==> config.mk <==
export PLATFORM = sky130hd
export DESIGN_NAME = base64_stream_encoder
export DESIGN_NICKNAME = d
export VERILOG_FILES = /design/src/hw/rtl/b64_pkg.sv /design/src/hw/rtl/base64_stream_encoder.sv /design/src/hw/rtl/b64_front.sv /design/src/hw/rtl/b64_queue.sv /design/src/hw/rtl/b64_back.sv
export SDC_FILE = /design/constraint.sdc
export NUM_CORES = 1
export LEC_CHECK = 0
export BUFFER_PORTS_ARGS = -buffer_cell sky130_fd_sc_hd__buf_2
export CORE_ASPECT_RATIO = 0.8
export CORE_MARGIN = 3
export CORE_UTILIZATION = 30
export CTS_CLUSTER_DIAMETER = 50
export DETAILED_ROUTE_END_ITERATION = 10
export GPL_TIMING_DRIVEN = 0
export HOLD_SLACK_MARGIN = 0.12
export PLACE_DENSITY = 0.51
export SYNTH_ARGS = -nofsm -noshare
export SYNTH_HDL_FRONTEND = slang
export SYNTH_SLANG_ARGS = --single-unit
==> constraint.sdc <==
create_clock -name i_clk -period 7.7 [get_ports i_clk]
set_input_delay 1.155 -clock i_clk [delete_from_list [all_inputs] [get_ports i_clk]]
set_output_delay 1.155 -clock i_clk [all_outputs]
set_load 0.02 [all_outputs]
==> src/hw/rtl/b64_pkg.sv <==
// Shared types and constants of the Base64 stream encoder.
// Holds the command passed from the front end to the back end and the alphabet lookup.
// No dependencies.
package b64_pkg;

    localparam logic [1:0] PH_0 = 2'd0;
    localparam logic [1:0] PH_1 = 2'd1;
    localparam logic [1:0] PH_2 = 2'd2;

    localparam logic [6:0] PAD_CHAR = 7'h3D;

    typedef struct packed {
        logic [3:0][6:0] chars;
        logic [1:0]      last_idx;
        logic            fin;
    } t_cmd;

    function automatic logic [6:0] sym(input logic [5:0] idx);
        logic [6:0] v;
        v = {1'b0, idx};
        if (idx < 6'd26) begin
            sym = 7'h41 + v;
        end else if (idx < 6'd52) begin
            sym = 7'h61 + v - 7'd26;
        end else if (idx < 6'd62) begin
            sym = 7'h30 + v - 7'd52;
        end else if (idx == 6'd62) begin
            sym = 7'h2B;
        end else begin
            sym = 7'h2F;
        end
    endfunction

endpackage

==> src/hw/rtl/base64_stream_encoder.sv <==
// Base64 stream encoder, top level: front end, command queue and back end.
// A beat's first character is held in a queue entry and then in the output register.
// Throughput: one character per cycle while the sink is ready, set by the single-character
// output register; a byte yields one to four characters, three steady bytes yield four.
// Reset: synchronous, active low; clears group phase, carried bits, queue and output valid.
module base64_stream_encoder #(
    parameter int QUEUE_DEPTH = 2
) (
    input  logic       i_clk,
    input  logic       i_rst_n,
    input  logic       i_s_tvalid,
    output logic       o_s_tready,
    input  logic [7:0] i_s_tdata,  // data_byte
    input  logic       i_s_tlast,  // final_byte
    output logic       o_m_tvalid,
    input  logic       i_m_tready,
    output logic [7:0] o_m_tdata,  // text_char, zero-filled to a byte
    output logic       o_m_tlast,  // run_last
    output logic       o_m_tuser   // message_last
);
    import b64_pkg::*;

    t_cmd push_cmd, head_cmd;
    logic push, pop, q_empty, q_full;

    b64_front u_front (
        .i_clk      (i_clk),
        .i_rst_n    (i_rst_n),
        .i_s_tvalid (i_s_tvalid),
        .o_s_tready (o_s_tready),
        .i_s_tdata  (i_s_tdata),
        .i_s_tlast  (i_s_tlast),
        .i_q_full   (q_full),
        .o_push     (push),
        .o_cmd      (push_cmd)
    );

    b64_queue #(
        .DEPTH (QUEUE_DEPTH)
    ) u_queue (
        .i_clk   (i_clk),
        .i_rst_n (i_rst_n),
        .i_push  (push),
        .i_cmd   (push_cmd),
        .i_pop   (pop),
        .o_head  (head_cmd),
        .o_empty (q_empty),
        .o_full  (q_full)
    );

    b64_back u_back (
        .i_clk      (i_clk),
        .i_rst_n    (i_rst_n),
        .i_head     (head_cmd),
        .i_empty    (q_empty),
        .o_pop      (pop),
        .o_m_tvalid (o_m_tvalid),
        .i_m_tready (i_m_tready),
        .o_m_tdata  (o_m_tdata),
        .o_m_tlast  (o_m_tlast),
        .o_m_tuser  (o_m_tuser)
    );

endmodule

==> src/hw/rtl/b64_front.sv <==
// Front end of the Base64 stream encoder: accepts bytes and turns each into a command.
// Keeps the group phase and carried bits; depends on b64_pkg.
module b64_front (
    input  logic          i_clk,
    input  logic          i_rst_n,
    input  logic          i_s_tvalid,
    output logic          o_s_tready,
    input  logic [7:0]    i_s_tdata,  // data_byte
    input  logic          i_s_tlast,  // final_byte
    input  logic          i_q_full,
    output logic          o_push,
    output b64_pkg::t_cmd o_cmd
);
    import b64_pkg::*;

    logic [1:0] r_phase, n_phase;
    logic [3:0] r_carry, n_carry;
    logic       fin;
    logic [7:0] b;

    assign fin        = i_s_tlast;
    assign b          = i_s_tdata;
    assign o_s_tready = !i_q_full;
    assign o_push     = i_s_tvalid && !i_q_full;

    always_comb begin
        o_cmd.chars    = '{default: PAD_CHAR};
        o_cmd.last_idx = 2'd0;
        o_cmd.fin      = fin;
        n_phase        = r_phase;
        n_carry        = r_carry;
        case (r_phase)
            PH_1: begin
                o_cmd.chars[0] = sym({r_carry[1:0], b[7:4]});
                n_carry        = b[3:0];
                n_phase        = PH_2;
                if (fin) begin
                    o_cmd.chars[1] = sym({b[3:0], 2'b00});
                    o_cmd.last_idx = 2'd2;
                end
            end
            PH_2: begin
                o_cmd.chars[0] = sym({r_carry, b[7:6]});
                o_cmd.chars[1] = sym(b[5:0]);
                o_cmd.last_idx = 2'd1;
                n_carry        = 4'd0;
                n_phase        = PH_0;
            end
            default: begin
                o_cmd.chars[0] = sym(b[7:2]);
                n_carry        = {2'b00, b[1:0]};
                n_phase        = PH_1;
                if (fin) begin
                    o_cmd.chars[1] = sym({b[1:0], 4'b0000});
                    o_cmd.last_idx = 2'd3;
                end
            end
        endcase
        if (fin) begin
            n_phase = PH_0;
            n_carry = 4'd0;
        end
    end

    always_ff @(posedge i_clk) begin
        if (!i_rst_n) begin
            r_phase <= PH_0;
            r_carry <= 4'd0;
        end else if (o_push) begin
            r_phase <= n_phase;
            r_carry <= n_carry;
        end
    end

endmodule

==> src/hw/rtl/b64_queue.sv <==
// Short command queue between the front and back ends of the Base64 encoder.
// Register-based FIFO with the head visible combinationally; depends on b64_pkg.
module b64_queue #(
    parameter int DEPTH = 2
) (
    input  logic          i_clk,
    input  logic          i_rst_n,
    input  logic          i_push,
    input  b64_pkg::t_cmd i_cmd,
    input  logic          i_pop,
    output b64_pkg::t_cmd o_head,
    output logic          o_empty,
    output logic          o_full
);
    import b64_pkg::*;

    localparam int PW = $clog2(DEPTH);
    localparam int CW = $clog2(DEPTH + 1);
    localparam logic [PW-1:0] LAST_PTR = PW'(DEPTH - 1);
    localparam logic [CW-1:0] FULL_CNT = CW'(DEPTH);

    t_cmd          r_mem [DEPTH];
    logic [PW-1:0] r_wr, r_rd;
    logic [CW-1:0] r_cnt;
    logic          push, pop;

    assign o_empty = (r_cnt == '0);
    assign o_full  = (r_cnt == FULL_CNT);
    assign o_head  = r_mem[r_rd];
    assign push    = i_push && !o_full;
    assign pop     = i_pop && !o_empty;

    always_ff @(posedge i_clk) begin
        if (push) begin
            r_mem[r_wr] <= i_cmd;
        end
    end

    always_ff @(posedge i_clk) begin
        if (!i_rst_n) begin
            r_wr  <= '0;
            r_rd  <= '0;
            r_cnt <= '0;
        end else begin
            if (push) begin
                r_wr <= (r_wr == LAST_PTR) ? '0 : r_wr + 1'b1;
            end
            if (pop) begin
                r_rd <= (r_rd == LAST_PTR) ? '0 : r_rd + 1'b1;
            end
            case ({push, pop})
                2'b10:   r_cnt <= r_cnt + 1'b1;
                2'b01:   r_cnt <= r_cnt - 1'b1;
                default: r_cnt <= r_cnt;
            endcase
        end
    end

endmodule

==> src/hw/rtl/b64_back.sv <==
// Back end of the Base64 encoder: emits the characters of each queued command in turn.
// Drives the registered output stream; depends on b64_pkg.
module b64_back (
    input  logic          i_clk,
    input  logic          i_rst_n,
    input  b64_pkg::t_cmd i_head,
    input  logic          i_empty,
    output logic          o_pop,
    output logic          o_m_tvalid,
    input  logic          i_m_tready,
    output logic [7:0]    o_m_tdata,  // text_char, zero-filled to a byte
    output logic          o_m_tlast,  // run_last
    output logic          o_m_tuser   // message_last
);
    import b64_pkg::*;

    logic [1:0] r_k;
    logic       r_valid;
    logic [6:0] r_char;
    logic       r_last, r_user;
    logic       slot_free, fire, at_last;

    assign slot_free = !r_valid || i_m_tready;
    assign fire      = slot_free && !i_empty;
    assign at_last   = (r_k == i_head.last_idx);
    assign o_pop     = fire && at_last;

    assign o_m_tvalid = r_valid;
    assign o_m_tdata  = {1'b0, r_char};
    assign o_m_tlast  = r_last;
    assign o_m_tuser  = r_user;

    always_ff @(posedge i_clk) begin
        if (!i_rst_n) begin
            r_valid <= 1'b0;
            r_k     <= 2'd0;
        end else begin
            if (slot_free) begin
                r_valid <= !i_empty;
            end
            if (fire) begin
                r_k <= at_last ? 2'd0 : r_k + 2'd1;
            end
        end
    end

    always_ff @(posedge i_clk) begin
        if (fire) begin
            r_char <= i_head.chars[r_k];
            r_last <= at_last;
            r_user <= at_last && i_head.fin;
        end
    end

endmodule
==> metrics, run 1 <==
RD Place Congestion=0.926; unrepaired setup endpoints after global routing=false; Avg Vias per Cell=5.61; port buffer count=23; CP top delay family=buffers and inverters; Yosys reg bits=57; syn_area_per_cell=9.45 um2; Req. time, crit path=7.76 ns; fin nets=521; layout cells sized above 1=15.0%; drt pass-1 iters=5; headroom to the max-slew limit=41.5%; Final Max Slew Viols=0; synthesized instance count=446; sequential element share of the synthesized area=37.3%; final setup margin=3.95 ns; CTS root buf=clkbuf_16; Routed WL per cell=17.9 um; H-tree depth=3; core box area=0.0136 mm2; TNS Setup=0 ns; Final period util=48.6%; Crit Reg-Reg Startpoint=u_front.r_carry[0]; reg-to-reg endpoint=u_queue.r_mem[1][6]; hold endpoint=u_queue.r_cnt[1]; max frequency=267 MHz; Clock Skews=0.00578 ns; post-synth cell types=69; cts-stage hold buffer count=0; max-capacitance violation count=0; Cell Chain, Critical Path=buf_2 > clkbuf_1 > inv_1 > ha_1 > nor2b_1 > clkbuf_1 > a21oi_1 > o21a_1 > o32a_1 > o211ai_1; WL final=11,900 um; Final Setup Violations=0; largest net degree at the start of global routing=18; CTS clk-pin slew, worst paths=0.05 ns; # IOs=25; Fin Hold WS=0.532 ns; via count=3,737; arrival time worst endpoint=3.81 ns; Max stage delay on crit path=0.43 ns; Syn Std Cell Area=0.00422 mm2; FF-to-FF path depth=8; most frequent cells in the layout=nand2_1 (45), edfxtp_1 (43), buf_2 (32); initial DRC count=278; HP Start=u_queue.r_cnt[1]; vias in the first global route=3,609; Initial Util=30.9%; crit path kind=input pin to register; global-route wire length before repair=19,200 um; Total GRT Usage=15.2%; power density over the cells=251 mW/mm2; top_reg_cell synth=edfxtp_1; die area=0.0155 mm2; ys async rst share=0%; fill cell count=1,392; Slowest cell on crit path=clkbuf_1; Antenna diodes=0; worst-skew pair later-pin latency=0.32 ns; row cnt=38; WP buf/inv=4; Max VDD drop=0.126 mV; minimum clock period=3.75 ns; Overflow after GRT=0; Crit. End Element=register; area grow syn2layout=15.3%; post-route ant nets=0; PostCTS Resize Cnt=0; Die Span Y=112 um; # Post-CTS Setup Buffers=0; Post-synth EDFFs=43; DP Worst Slack=3.75 ns; initial antenna violation count=0; CP startpoint kind=input pin; CTS max path bufs=2; TritonCTS buffer count=9; Total Power=1.22 mW; Reg2Reg Setup Slack=4.83 ns; drc violations=0; hold depth=2; Final Hold Violating Endpoints=0; dpl hpwl=8720 um; Die X=139 um; Pleak=1.78 nW; commonest non-fill, non-tap cell in the layout=nand2_1; crit-path max FO=10; total of warnings raised by yosys=0; Post-Syn Nets=486; Util after Layout=35.6%; # clock sinks=57; Tightest Pin Transition=0.877 ns; run status=finished clean; min-delay worst type=register to register; most used cell, CP=clkbuf_1; CTS tree=done
-- cells by family after synthesis --
logic type                 after synthesis  synth area share, %
and+or+nand+nor                        142                 17.5
muxes                                   19                 6.68
AOI/OAI and AO/OA                      127                 21.4
xor gates and xnor gates                16                 3.32
adders and majority gates               27                 8.01
other                                    1               0.0889
buffers and inverters                   57                 5.79
DFF                                     57                 37.3
-- layout make-up --
| cell class | instances | area [um2] | area share [%] |
|---|---|---|---|
| Tap cell | 180 | 225 | 4.63 |
| Clock buffer | 13 | 270 | 5.56 |
| Sequential cell | 57 | 1570 | 32.3 |
| Buffer | 32 | 150 | 3.09 |
| Inverter | 25 | 93.8 | 1.93 |
| Timing Repair Buffer | 24 | 130 | 2.68 |
| Clock inverter | 3 | 15.0 | 0.309 |
| Multi-Input combinational cell | 332 | 2410 | 49.5 |
-- power breakdown --
group          internal, mW  switching, mW  total [mW]
combinational         0.158          0.245       0.402
clock                 0.241          0.124       0.365
sequential            0.430         0.0225       0.452
-- synth_stat cells (all sizes together) (3+ instances only) --
| cell type | n | area share (%) |
|---|---|---|
| clkbuf | 18 | 1.6 |
| mux2 | 3 | 0.80 |
| buf | 14 | 2.0 |
| nor2b | 14 | 2.3 |
| o211ai | 9 | 1.6 |
| a211o | 4 | 0.83 |
| a31oi | 12 | 1.8 |
| nand2b | 7 | 1.0 |
| nand4 | 5 | 0.74 |
| nand2 | 45 | 4.0 |
| ha | 27 | 8.0 |
| inv | 24 | 2.1 |
| a22oi | 9 | 1.6 |
| o31ai | 4 | 0.71 |
| o21a | 4 | 0.71 |
| or2 | 6 | 0.89 |
| mux2i | 9 | 2.1 |
| a311o | 3 | 0.71 |
| and2 | 5 | 0.74 |
| nor3 | 10 | 1.2 |
| dfxtp | 14 | 6.6 |
| nand3 | 14 | 1.7 |
| a21boi | 4 | 0.71 |
| or3 | 6 | 0.89 |
| xor2 | 3 | 0.62 |
| a21oi | 27 | 3.2 |
| o21ai | 14 | 1.8 |
| o311ai | 3 | 0.62 |
| a21o | 4 | 0.71 |
| xnor2 | 13 | 2.7 |
| edfxtp | 43 | 31 |
| nor3b | 3 | 0.53 |
| a211oi | 6 | 1.1 |
| nor2 | 16 | 1.4 |
| mux4 | 7 | 3.7 |
-- how the worst max path moves through the flow --
stage	endpoint	cells after the start	from	slack, ns
after global routing	u_queue.r_mem[0][12]	10	i_s_tdata[2]	3.82
after CTS	u_queue.r_mem[0][12]	10	i_s_tdata[2]	4.04
after global placement	u_queue.r_mem[0][11]	10	i_s_tdata[2]	3.69
after detailed placement	u_queue.r_mem[1][12]	10	i_s_tdata[2]	3.75
after floorplan	u_queue.r_mem[0][12]	9	i_s_tdata[2]	4.47
final	u_queue.r_mem[1][6]	10	i_s_tdata[5]	3.95
-- registers in the layout, summed over array words and instances (netlist names), named ones only --
signal and count:
u_back.r_k 2, u_front.r_phase 2, u_queue.r_wr 1, u_queue.r_mem 34
u_back.o_m_tvalid 1, u_back.o_m_tlast 1, u_front.r_carry 4, u_back.o_m_tuser 1
u_back.r_char 7, u_queue.r_rd 1, u_queue.r_cnt 2
-- through the flow --
step	area (um2)	cells
after floorplan	4220	446
after global routing	4860	666
after CTS	4860	666
after global placement	4560	649
after detailed placement	4580	650
final	4860	666
-- worst min-delay path: stages (launching register included) --
cell and delay, ns:
dfxtp_1 0.33, o21ai_0 0.08, a21boi_0 0.07
-- routing by layer --
metal | global-route usage (%) | routed length [um]
met5 | 0 | 0
met3 | 3.24 | 716
met4 | 4.87 | 212
met2 | 23.4 | 5260
met1 | 21.5 | 5720
(Power assumes the default switching activity.)
==> run 2: changes to the inputs <==
--- a/config.mk
+++ b/config.mk
@@ -5,6 +5,7 @@
 export SDC_FILE = /design/constraint.sdc
 export NUM_CORES = 1
 export LEC_CHECK = 0
+export ABC_AREA = 1
 export BUFFER_PORTS_ARGS = -buffer_cell sky130_fd_sc_hd__buf_2
 export CORE_ASPECT_RATIO = 0.8
 export CORE_MARGIN = 3
==> constraint.sdc (replaced) <==
create_clock -name i_clk -period 3.5 [get_ports i_clk]
set_input_delay 0.525 -clock i_clk [delete_from_list [all_inputs] [get_ports i_clk]]
set_output_delay 0.525 -clock i_clk [all_outputs]
set_load 0.02 [all_outputs]
==> run 2 against run 1 <==
Critical endpoint is now u_queue.r_mem[1][8]. Combinational power rose to 3.1 times the previous value. Clock power is 130% higher. Largest cell class unchanged. Die area down 0.23%. Area after synthesis decreased by 0.24%. Sequential cell count unchanged. Design area is 0.33% lower. Synthesized cell count rose by 22%.
==> metrics, run 2 <==
Clk pwr share=26.2%; # clock sinks=57; Total Power=3.14 mW; Sequential Power Share=34.2%; # Post-CTS Setup Buffers=0; crit-path max FO=8; largest net degree at the start of global routing=18; xor and xnor area share after synthesis=4.94%; Final Setup Violations=0; CTS tree=done; arrival time worst endpoint=2.27 ns; vias in the first global route=3,653; max frequency=451 MHz; commonest non-fill, non-tap cell in the layout=nand2_1; share of Yosys cell area claimed by the top area cell type=30.7%; min-delay worst type=input pin to register; Clock Skews=0.00746 ns; fin nets=618; core box area=0.0136 mm2; Crit. End Element=register; syn_area_per_cell=7.73 um2; Max VDD drop=0.376 mV; ys async rst share=0%; Cell Chain, Critical Path=buf_2 > buf_2 > inv_1 > ha_1 > nor2_4 > nand2_1 > inv_1 > nand3_1 > nand2_1 > nor2_1 > nor2_1 > a21oi_1; Final period util=63.4%; Overflow after GRT=0; fill cell count=1,395; top_reg_cell synth=edfxtp_1; area grow syn2layout=15.2%; switching share of total power=38.1%; CP top delay family=simple AND/OR/NAND/NOR gates; Internal=1.94 mW; Simple-Gate Fraction of Synth Area=25.8%; largest registers=u_queue.r_mem: 34 flops, u_back.r_char: 7 flops, u_front.r_carry: 4 flops; TNS Setup=0 ns; most frequent cells in the layout=nand2_1 (116), nand3_1 (49), inv_1 (48); main combinational cell family by area after synthesis=simple AND/OR/NAND/NOR gates; Slowest cell on crit path=ha_1; Max stage delay on crit path=0.29 ns; port buffer count=23; # IOs=25; max FFs per register=34; PostCTS Resize Cnt=0; fin area=0.00485 mm2; H-tree depth=3; Detail Route met2 WL=5050 um; run status=finished clean; synthesized instance count=544; Post-synth EDFFs=43; worst-skew pair later-pin latency=0.32 ns; Routed met1 length=5730 um; drt pass-1 iters=5; Tightest Pin Transition=0.883 ns; Pleak=2.02 nW; drc violations=0; final setup margin=1.28 ns; Top reg by flops=u_queue.r_mem; post-synth cell types=37; crit path kind=input pin to register; Die X=138 um; WP buf/inv=4; combinational share of power=39.7%; CP startpoint kind=input pin; layout cells sized above 1=15.6%; CTS root buf=clkbuf_16; proportion of synthesized area in mux cells=0%; global-route wire length before repair=19,200 um; Synth area leader=edfxtp_1; Req. time, crit path=3.55 ns; Sw Pwr=1.20 mW; Die Span Y=112 um; Syn Std Cell Area=0.00421 mm2; met3 WL=762 um; Avg Vias per Cell=5.06; Post-Syn Nets=584; via count=3,860; power density over the cells=648 mW/mm2; CTS clk-pin slew, worst paths=0.05 ns; total of warnings raised by yosys=0; minimum clock period=2.22 ns; Synth Area in Compound Gates=15.2%; initial DRC count=291; TritonCTS buffer count=9; cts-stage hold buffer count=0; post-synthesis adder-cell area fraction=8.03%; max-capacitance violation count=0; sequential element share of the synthesized area=37.4%; unrepaired setup endpoints after global routing=false; Highest Signal Layer=met4; Final Max Slew Viols=0; dpl hpwl=8910 um; WL final=11,700 um; Antenna diodes=0; initial antenna violation count=0; count leader, synth=nand2_1; RD Place Congestion=0.866; row cnt=38; post-route ant nets=0; Total GRT Usage=15.4%; die area=0.0155 mm2; most frequent cells after synthesis=nand2_1 (116), nand3_1 (49), inv_1 (48); Initial Util=30.8%; CTS max path bufs=2; Routed WL per cell=15.3 um; DP Worst Slack=1.01 ns; synth top area cells=edfxtp_1 (31%), nand2_1 (10%), ha_1 (8.0%); Final Hold Violating Endpoints=0; Area after DPL=0.00455 mm2; Yosys reg bits=57; headroom to the max-slew limit=41.1%
run 2: cell types whose count changed after synthesis, moves of 8 or more:
cell,before,now
nor2b_1,13,0
a21oi_1,27,36
xor2_1,3,15
o21ai_0,13,45
clkbuf_1,18,4
inv_1,24,48
mux2i_1,9,0
nand3_1,14,49
inv_2,0,14
xnor2_1,13,5
a31oi_1,12,3
nand2_1,45,116
nor2_1,16,45
a22oi_1,9,0
run 2: worst paths after layout:
path | startpoint | to | slack [ns] | cells past startpoint
setup / recovery | i_s_tdata[5] | u_queue.r_mem[1][8] | 1.28 | 12
hold / removal | i_s_tlast | u_queue.r_mem[1][0] | 0.44 | 1
setup reg to reg | u_front.r_carry[0] | u_queue.r_mem[1][5] | 1.32 | 13
hold reg to reg | u_queue.r_rd | u_queue.r_rd | 0.51 | 2
run 2: worst reg2reg max path, cell delays in order (launching register included):
cell     delay, ns
dfxtp_1       0.36
buf_2         0.23
inv_1         0.17
ha_1          0.26
nand2_1       0.07
nand2_1       0.07
nand2_1       0.08
nand2_2       0.10
o21ai_0       0.18
inv_1         0.06
nand2_1       0.07
nand2_1       0.06
nand2_1       0.06
nand2_1       0.13
run 2: power groups by stage:
stage | clock (mW) | sequential, mW | combinational, mW
6_report | 0.822 | 1.07 | 1.25
5_1_grt | 0.885 | 1.09 | 1.40
4_1_cts | 0.839 | 1.08 | 1.25
3_5_place_dp | 0 | 1.09 | 1.24
3_3_place_gp | 0 | 1.09 | 1.23
2_1_floorplan | 0 | 1.16 | 0.802
run 2: metrics by stage:
stage / hold slack [ns] / util [%] / instances
6_report: 0.441 / 35.5 / 763
5_1_grt: 0.423 / 35.5 / 763
4_1_cts: 0.422 / 35.5 / 763
3_5_place_dp: 0.507 / 33.4 / 747
3_3_place_gp: 0.471 / 33.3 / 747
2_1_floorplan: 0.459 / - / 544
run 2: final cells by class:
type                    count  area, um2  area share [%]
plain buffers              20        119            2.45
well taps                 180        225            4.65
clock inverters             2       10.0           0.207
inverters                  64        245            5.06
clock buffers              14        284            5.86
repair buffers             23        115            2.38
flip-flops and latches     57       1570            32.4
multi-input cells         403       2280            47.0
run 2: per-layer routing:
metal  vias to the layer above  global-route usage, %
met1                      1787                   22.3
li1                       1911                      -
met2                       145                   23.2
met5                         -                      0
met3                        17                   3.39
met4                         0                   3.88
run 2: kinds of logic after synthesis:
| logic type | after synthesis |
|---|---|
| AO/OA/AOI/OAI | 112 |
| XOR/XNOR | 22 |
| adder cells (fa/ha/maj) | 27 |
| buffers and inverters | 84 |
| flip-flops | 57 |
| other | 1 |
| AND/OR/NAND/NOR | 241 |
==> run 3: changes to the inputs <==
--- a/config.mk
+++ b/config.mk
@@ -14,7 +14,7 @@
 export DETAILED_ROUTE_END_ITERATION = 10
 export GPL_TIMING_DRIVEN = 0
 export HOLD_SLACK_MARGIN = 0.12
-export PLACE_DENSITY = 0.51
+export PLACE_DENSITY = 0.53
 export SYNTH_ARGS = -nofsm -noshare
 export SYNTH_HDL_FRONTEND = slang
 export SYNTH_SLANG_ARGS = --single-unit
==> constraint.sdc (replaced) <==
create_clock -name i_clk -period 1.9 [get_ports i_clk]
set_input_delay 0.285 -clock i_clk [delete_from_list [all_inputs] [get_ports i_clk]]
set_output_delay 0.285 -clock i_clk [all_outputs]
set_load 0.02 [all_outputs]
==> run 3 against run 2 <==
Sequential share of layout area is 1.6 points lower. Clock-buffer cell count is 1 higher. Sequential cell count stayed put. Largest power group unchanged. Combinational power is 100% higher. Non-clock buffer count is 13 higher. Die area stayed put.
==> metrics, run 3 (synthesis results as in run 2) <==
hold depth=1; switching share of total power=37.6%; Clock Skews=0.00594 ns; Area after DPL=0.00455 mm2; CTS max path bufs=2; Highest Signal Layer=met4; met3 WL=770 um; Final period util=96.7%; Routed met1 length=5910 um; Initial Util=30.8%; Final Max Slew Viols=0; TritonCTS buffer count=9; vias in the first global route=3,659; crit path kind=input pin to register; Antenna diodes=0; power density over the cells=1190 mW/mm2; area of the multi-input gates=0.00238 mm2; fin nets=631; HP Start=i_s_tlast; global-route wire length before repair=19,200 um; Sw Pwr=2.28 mW; headroom to the max-slew limit=65.0%; # IOs=25; max-capacitance violation count=0; Crit. End Element=register; min-delay worst type=input pin to register; worst-skew pair later-pin latency=0.32 ns; Max stage delay on crit path=0.24 ns; CTS root buf=clkbuf_16; Detail Route met2 WL=5010 um; Clk pwr share=25.6%; Reg2Reg Setup Slack=0.08 ns; Internal=3.79 mW; CTS tree=done; row cnt=38; Tightest Pin Transition=0.524 ns; Worst Setup SP=i_s_tdata[4]; via count=3,876; CTS clk-pin slew, worst paths=0.05 ns; unrepaired setup endpoints after global routing=true; run status=finished clean; Die X=138 um; die area=0.0155 mm2; largest net degree at the start of global routing=18; Top reg by flops=u_queue.r_mem; initial antenna violation count=0; commonest non-fill, non-tap cell in the layout=nand2_1; post-route ant nets=0; Req. time, crit path=1.94 ns; WL final=11,800 um; Reg area=0.00158 mm2; core box area=0.0136 mm2; Pleak=2.09 nW; Total GRT Usage=15.2%; Cell Chain, Critical Path=buf_2 > buf_4 > inv_2 > ha_2 > nor2_4 > nand2_1 > inv_1 > nand3_1 > nand2_1 > nor2_1 > nor2_1 > a21oi_1; CP startpoint kind=input pin; drt pass-1 iters=5; H-tree depth=3; Crit Reg-Reg Startpoint=u_front.r_phase[0]; Slowest cell on crit path=ha_2; Sequential Power Share=32.7%; Die Span Y=112 um; arrival time worst endpoint=1.88 ns; layout cells sized above 1=21.8%; area grow syn2layout=21.6%; Final Setup Violations=0; crit-path max FO=10; most frequent cells in the layout=nand2_1 (113), nand3_1 (48), edfxtp_1 (43); fill cell count=1,434; cts-stage hold buffer count=0; fin area=0.00511 mm2; combinational share of power=41.6%; largest registers=u_queue.r_mem: 34 flops, u_back.r_char: 7 flops, u_front.r_carry: 4 flops; Overflow after GRT=0; minimum clock period=1.84 ns; port buffer count=23; drc violations=0; Avg Vias per Cell=4.99; dpl hpwl=8840 um; max frequency=544 MHz; FF-to-FF path depth=6; initial DRC count=321; # clock sinks=57; RD Place Congestion=0.901; Max VDD drop=0.756 mV; Final Hold Violating Endpoints=0; max FFs per register=34; Routed WL per cell=15.2 um; Total Power=6.07 mW
## run 3: changes by cell type in the layout (fill, tap and decap cells not counted), sizes merged
| cell | previous run | this run |
|---|---|---|
| inv | 63 | 61 |
| clkinv | 3 | 2 |
| clkinvlp | 0 | 2 |
| buf | 39 | 49 |
| clkbuf | 18 | 22 |
## run 3: through the flow
stage          utilization, %  hold slack, ns  instances  setup TNS [ns]  setup slack, ns
4_1_cts                  36.2           0.198        766         -0.0235          -0.0235
5_1_grt                  37.5           0.201        776         -0.0447         -0.00947
2_1_floorplan               -           0.384        544           -6.03           -0.177
3_3_place_gp             33.3           0.471        747          -27.42           -0.586
6_report                 37.5           0.220        776               0           0.0629
3_5_place_dp             33.4           0.519        747          -14.90           -0.358
## run 3: repair_timing
action                                  CTS  global route
buffers inserted                          3            10
gates resized for setup                  24            28
pin swaps                                 2             8
endpoints found under the setup margin   58            59
## run 3: power by group through the flow
| stage | logic (mW) | clock network, mW | registers (mW) |
|---|---|---|---|
| final | 2.53 | 1.56 | 1.99 |
| after CTS | 2.38 | 1.59 | 1.99 |
| after global placement | 2.26 | 0 | 2.00 |
| after detailed placement | 2.29 | 0 | 2.00 |
| after floorplan | 1.48 | 0 | 2.13 |
| after global routing | 2.80 | 1.66 | 2.02 |
## run 3: cell type report
class / instances / share of cell area (%)
clock inverter: 1 / 0.0978
inverter: 64 / 5.14
sequential: 57 / 30.9
tap: 180 / 4.40
clock buffer: 15 / 5.85
buffer: 20 / 2.72
multi-input combinational: 403 / 46.5
timing repair buffer: 36 / 4.40
## run 3: layer usage
layer | track usage (%) | vias to the layer above
li1 | - | 1935
met4 | 4.02 | 0
met2 | 22.4 | 138
met1 | 22.7 | 1795
met5 | 0 | -
met3 | 3.09 | 8
## run 3: worst max-delay path: cells and delay by family
kind | cells | cell delay [ns]
and+or+nand+nor | 6 | 0.69
buffers and inverters | 4 | 0.55
adders and majority gates | 1 | 0.24
AOI/OAI and AO/OA | 1 | 0.12
## run 3: worst paths after layout
check	to
worst max-delay path	u_queue.r_mem[0][8]
worst min-delay path	u_queue.r_mem[1][0]
worst max register to register	u_queue.r_mem[0][8]
worst min register to register	u_queue.r_rd
